==> src/rtl/fpp_pkg.sv <==
// shared constants and types for the point projection block
package fpp_pkg;
  localparam int WordW     = 32;
  localparam int CfgW      = 64;
  localparam int CfgIdxW   = 3;
  localparam int CenterW   = 12;
  localparam int ScreenW   = 16;
  localparam int ScaleW    = 15;
  localparam int FracShift = 8;
  localparam int DepthMin  = 32'h400;
  localparam int ScaleNum  = 32'h100_0000;
  localparam int DivSteps  = 32;

  localparam logic [CfgIdxW-1:0] RegRow0Lin  = 3'd0;
  localparam logic [CfgIdxW-1:0] RegRow0Rest = 3'd1;
  localparam logic [CfgIdxW-1:0] RegRow1Lin  = 3'd2;
  localparam logic [CfgIdxW-1:0] RegRow1Rest = 3'd3;
  localparam logic [CfgIdxW-1:0] RegRow2Lin  = 3'd4;
  localparam logic [CfgIdxW-1:0] RegRow2Rest = 3'd5;
  localparam logic [CfgIdxW-1:0] RegCenterX  = 3'd6;
  localparam logic [CfgIdxW-1:0] RegCenterY  = 3'd7;

  typedef struct packed {
    logic signed [31:0] pos_x;
    logic signed [31:0] pos_z;
    logic signed [31:0] pos_height;
  } point_t;

  typedef struct packed {
    logic signed [31:0] world_x;
    logic signed [31:0] world_y;
    logic signed [31:0] depth;
    logic               visible;
    logic signed [15:0] screen_x;
    logic signed [15:0] screen_y;
    logic        [14:0] sprite_scale;
  } proj_t;
endpackage

==> src/rtl/fpp_divider.sv <==
// pipelined unsigned restoring divider, one quotient bit per stage
module fpp_divider import fpp_pkg::*; #(
  parameter int Steps = DivSteps,
  parameter int TagW  = 1
) (
  input  logic             clk,
  input  logic             rst,
  input  logic             en,
  input  logic             in_valid,
  input  logic [Steps-1:0] dividend,
  input  logic [Steps-1:0] divisor,
  input  logic [TagW-1:0]  in_tag,
  output logic             out_valid,
  output logic [Steps-1:0] quotient,
  output logic [TagW-1:0]  out_tag
);
  logic [Steps-1:0] rem_q [1:Steps];
  logic [Steps-1:0] num_q [1:Steps];
  logic [Steps-1:0] den_q [1:Steps];
  logic [TagW-1:0]  tag_q [1:Steps];
  logic             vld_q [1:Steps];

  // one stage: shift in a numerator bit, try subtract
  for (genvar s = 0; s < Steps; s++) begin : g_stage
    logic [Steps-1:0] rem_i, num_i, den_i;
    logic [TagW-1:0]  tag_i;
    logic             vld_i;
    logic [Steps:0]   trial;

    // stage inputs: the request itself or the previous stage
    if (s == 0) begin : g_first
      assign rem_i = '0;
      assign num_i = dividend;
      assign den_i = divisor;
      assign tag_i = in_tag;
      assign vld_i = in_valid;
    end else begin : g_next
      assign rem_i = rem_q[s];
      assign num_i = num_q[s];
      assign den_i = den_q[s];
      assign tag_i = tag_q[s];
      assign vld_i = vld_q[s];
    end

    assign trial = {rem_i, num_i[Steps-1]} - {1'b0, den_i};
    always_ff @(posedge clk) begin
      if (rst) begin
        vld_q[s+1] <= 1'b0;
      end else if (en) begin
        vld_q[s+1] <= vld_i;
      end
      if (en) begin
        den_q[s+1] <= den_i;
        tag_q[s+1] <= tag_i;
        if (!trial[Steps]) begin
          rem_q[s+1] <= trial[Steps-1:0];
          num_q[s+1] <= {num_i[Steps-2:0], 1'b1};
        end else begin
          rem_q[s+1] <= {rem_i[Steps-2:0], num_i[Steps-1]};
          num_q[s+1] <= {num_i[Steps-2:0], 1'b0};
        end
      end
    end
  end

  assign out_valid = vld_q[Steps];
  assign quotient  = num_q[Steps];
  assign out_tag   = tag_q[Steps];
endmodule

==> config.mk <==
export PLATFORM = sky130hd
export DESIGN_NAME = fpp_divider
export DESIGN_NICKNAME = d
export VERILOG_FILES = /design/src/rtl/fpp_pkg.sv /design/src/rtl/fpp_divider.sv
export SDC_FILE = /design/constraint.sdc
export NUM_CORES = 2
export LEC_CHECK = 0
export CAP_MARGIN = 20
export CELL_PAD_IN_SITES_DETAIL_PLACEMENT = 1
export CELL_PAD_IN_SITES_GLOBAL_PLACEMENT = 1
export CORE_UTILIZATION = 35
export DETAILED_ROUTE_END_ITERATION = 10
export DONT_BUFFER_PORTS = 1
export GPL_TIMING_DRIVEN = 0
export PLACE_DENSITY = 0.62
export SETUP_SLACK_MARGIN = 0.1
export SYNTH_ARGS = -nofsm -noshare
export SYNTH_HDL_FRONTEND = slang
export SYNTH_SLANG_ARGS = --single-unit
==> constraint.sdc <==
create_clock -name clk -period 4.26 [get_ports clk]
set_input_delay 0.213 -clock clk [delete_from_list [all_inputs] [get_ports clk]]
set_output_delay 0.213 -clock clk [all_outputs]
set_load 0.02 [all_outputs]
==> out/metrics.csv <==
stage,metric,value,unit
outcome,status,finished with violations,
outcome,failing checks,negative setup slack,
floorplan,DIE WIDTH,669,microns
detailed_routing,vias per cell,5.01,
worst_hold_path,Hold Startpoint,en,
worst_setup_path,Critical Path Sink Type,register,
floorplan,I/O pin count,103,
yosys,Synth Area per Inst,12.4,sq um
timing,Tcrit/Tclk final,1.02,
placement,hpwl dp,296000,microns
pwr,pwr/cell area,757,nW/um^2
yosys,Synth async-reset ratio,0,
detailed_routing,ANT nets after route,0,
timing,Period minus WS final,4.33,ns
timing,RSZ-0062 raised after global routing,true,
timing,# setup viols final,27,
yosys,"EDFF count, synth",3072,
yosys,number of cells produced by synthesis,12600,
timing,final setup margin,-0.0702,ns
clock_tree,clk_lat worst skew,1.00,ns
yosys,mux cell area share after synthesis,0.0367,
clock_tree,Max clock buf depth,4,
yosys,post-synth top area share,0.593,
yosys,Post-Synth Adder-Cell Area,0.0838,
timing,max frequency,0.231,GHz
grt,Global Route Usage Sum,0.173,
worst_setup_path,CP Data Required Time,4.94,ns
yosys,synth cell count leaders,"3072 x edfxtp_1, 1262 x inv_1, 993 x ha_1",
worst_setup_path,Critical Setup Path Class,register to register,
yosys,#FFs+latches synth,3072,
run,max-cap violation count,0,
yosys,post-synth top area cell,edfxtp_1,
worst_setup_path,worst reg2reg path depth,18,
placement,port buffer count,0,
worst_setup_path,crit start category,register,
detailed_routing,total wire length,397000,microns
grt,pin count of the biggest net entering global routing,184,
worst_hold_path,path category of the worst min-delay check,input port to register,
finish,layout cells sized above 1,0.125,
placement,Placed Cells,18500,
yosys,Post-synth top flop,edfxtp_1,
floorplan,area of the die,447000,sq um
clock_tree,H-tree depth,5,
detailed_routing,vias,97600,
detailed_routing,drc violations,0,
finish,Post-Layout Cell Count,19500,
worst_setup_path,Worst path max stage delay,0.42,ns
floorplan,starting density of the core,0.352,
worst_setup_path,slowest CP cell,edfxtp_1,
detailed_routing,DR pass1 iterations,5,
floorplan,core area,442000,sq um
grt,vias in the first global route,105000,
yosys,post-synthesis xor/xnor area fraction,0.0459,
detailed_routing,WL per Instance,20.4,microns
timing,Worst Hold Margin,0.0174,ns
worst_setup_path,Worst Setup SP,num_q[0][831]$_DFFE_PP_,
yosys,top post-synthesis cells by area,"edfxtp_1 59%, ha_1 8.0%, mux2_2 3.2%",
timing,Slew headroom,0.109,
yosys,Syn Nets,13600,
yosys,Synth Cell Area,156000,sq um
worst_setup_path,critical path cell sequence,"clkinvlp_4, buf_12, ha_4, inv_2, fa_2, a211oi_2, nor2_2, o31a_1, a41oi_4, o211ai_1, a21oi_2, a31oi_2, a31oi_2, mux2i_2, buf_6, inv_12, buf_12, mux2_4",
clock_tree,# clock sinks,3072,
yosys,most common cell in the netlist,edfxtp_1,
worst_setup_path,Critical Path Fanout Max,7,
clock_tree,CTS tree,built,
finish,Final #Nets,14400,
placement,gpl congestion,0.850,
yosys,compound-cell area share of the yosys netlist,0.129,
clock_tree,clock-pin slew on the worst setup and hold paths,0.06,ns
timing,Fin. Hold Viols,0,
yosys,largest family of logic cells by synthesized area,compound AO/OA/AOI/OAI gates,
clock_tree,CTS Buf Count,356,
grt,GRT overflow,0,
yosys,simple-gate area share of the yosys netlist,0.0727,
yosys,register area share after synthesis,0.593,
timing,Final Max Tran Viols,0,
timing,skew final,0.0770,ns
pwr,Peak VDD IR,0.386,mV
grt,first-pass GRT wire length,603000,microns
finish,area delta synth->final,16.6,%
pwr,Leak,71.2,nW
detailed_routing,Iteration-0 DRC Markers,4527,
floorplan,DIE HEIGHT,669,microns
timing,worst-margin pin slew,1.34,ns
worst_setup_path,Reg-to-Reg Start,num_q[0][831]$_DFFE_PP_,
worst_setup_path,R2R Path End,rem_q[0][858]$_DFFE_PP_,
yosys,number of distinct library cells after synthesis,105,
worst_setup_path,crit path DAT,5.01,ns
clock_tree,root buf cell,clkbuf_16,
yosys,Syn. warnings,0,
floorplan,row count,244,
grt,initial antenna violation count,15,
worst_setup_path,R2R setup slack,-0.07,ns
worst_setup_path,Critical Path Sink,rem_q[0][858]$_DFFE_PP_,
-- flip-flops by register name, summed over array words and instances (netlist names) --
register  flops
vld_q        32
rem_q       992
tag_q        32
num_q      1024
den_q       992
-- layout by cell type, fill, tap and decap left out, types with 55 or more instances in the layout --
cell	synthesis	final
nor2_1	591	584
buf_6	6	55
buf_4	18	143
and2_1	69	67
nor2b_1	119	119
clkinv_1	1	88
nand4_1	93	93
a21o_1	461	460
xnor2_1	473	473
nand2b_1	138	138
clkinv_2	0	55
ha_1	993	984
a21oi_1	925	892
a211oi_1	106	82
clkbuf_16	0	368
dlygate4sd3_1	0	125
nand2_1	817	815
mux2_2	448	424
clkbuf_1	203	173
a31oi_1	108	97
edfxtp_1	3072	3072
xor2_1	339	338
nor3_1	128	125
nand3_1	154	154
o31ai_1	76	66
o21bai_1	120	119
o21ai_0	774	765
inv_1	1262	1245
o21a_1	138	137
and3_1	80	80
-- per-layer routing --
| metal | global-route usage | up-vias | wire length, microns |
|---|---|---|---|
| met5 | 0 | - | 20 |
| met1 | 0.191 | 47800 | 157000 |
| met2 | 0.329 | 1334 | 207000 |
| met3 | 0.0201 | 757 | 11800 |
| met4 | 0.0826 | 2 | 20500 |
| li1 | - | 47700 | - |
-- report_power, final --
| group | internal [W] | switching (W) | total [W] |
|---|---|---|---|
| sequential | 0.0431 | 0.00405 | 0.0472 |
| combinational | 0.0268 | 0.0334 | 0.0602 |
| clock | 0.0173 | 0.0127 | 0.0300 |
| total | 0.0872 | 0.0501 | 0.137 |
-- through the flow --
step	area, sq um	utilization	worst slack [ns]	total power (W)	setup TNS (ns)
after global routing	181000	0.410	-0.226	0.146	-6.80
final	181000	0.410	-0.0702	0.137	-0.546
after floorplan	156000	-	0.427	0.0873	0
after detailed placement	164000	0.372	-2.43	0.103	-2615.53
after global placement	163000	0.369	-7.62	0.102	-
after CTS	180000	0.406	-0.0617	0.137	-0.463
-- how the worst min path moves through the flow --
stage | end | slack (ns) | depth (start not counted)
global placement | num_q[0][39]$_DFFE_PP_ | 0.31 | 0
global route | den_q[0][41]$_DFFE_PP_ | 0.06 | 1
finish | tag_q[0][22]$_DFFE_PP_ | 0.02 | 2
CTS | den_q[0][41]$_DFFE_PP_ | 0.008 | 1
floorplan | den_q[0][32]$_DFFE_PP_ | 0.31 | 0
detailed placement | num_q[0][53]$_DFFE_PP_ | 0.31 | 0
-- worst max-delay path: cells and delay by family, from the launching register on --
family,cells,cell delay (ns)
flops,1,0.42
simple gates,1,0.07
compound gates,7,1.80
buf+inv,6,0.67
mux,2,0.57
fa+ha+maj,2,0.50
-- logic make-up (layout without fill, tap and decap cells) --
group | after synthesis | after routing
buffers and inverters | 1571 | 2572
XOR/XNOR | 814 | 814
AND/OR/NAND/NOR | 2394 | 2394
multiplexers | 512 | 512
flip-flops | 3072 | 3072
adder cells (fa/ha/maj) | 1023 | 1023
AO/OA/AOI/OAI | 3164 | 3164
other | 0 | 20
-- layout make-up --
| cell class | count | area (sq um) |
|---|---|---|
| clock buffers | 428 | 9240 |
| well taps | 5904 | 7390 |
| inverters | 1270 | 4850 |
| clock inverters | 223 | 2200 |
| flip-flops and latches | 3072 | 92200 |
| multi-input cells | 7907 | 58700 |
| repair buffers | 353 | 4480 |
| fillers | 46600 | 261000 |
| diodes | 20 | 50.0 |
| plain buffers | 298 | 2210 |
-- repair_timing --
item                        CTS  global route
resized for setup           415           252
setup buffers                86            67
pin swaps                    81           111
gates cloned                  6            10
hold buffers                128             0
hold endpoints to repair    421             0
setup endpoints to repair  1820           801
Power figures use the tool's default switching activity.
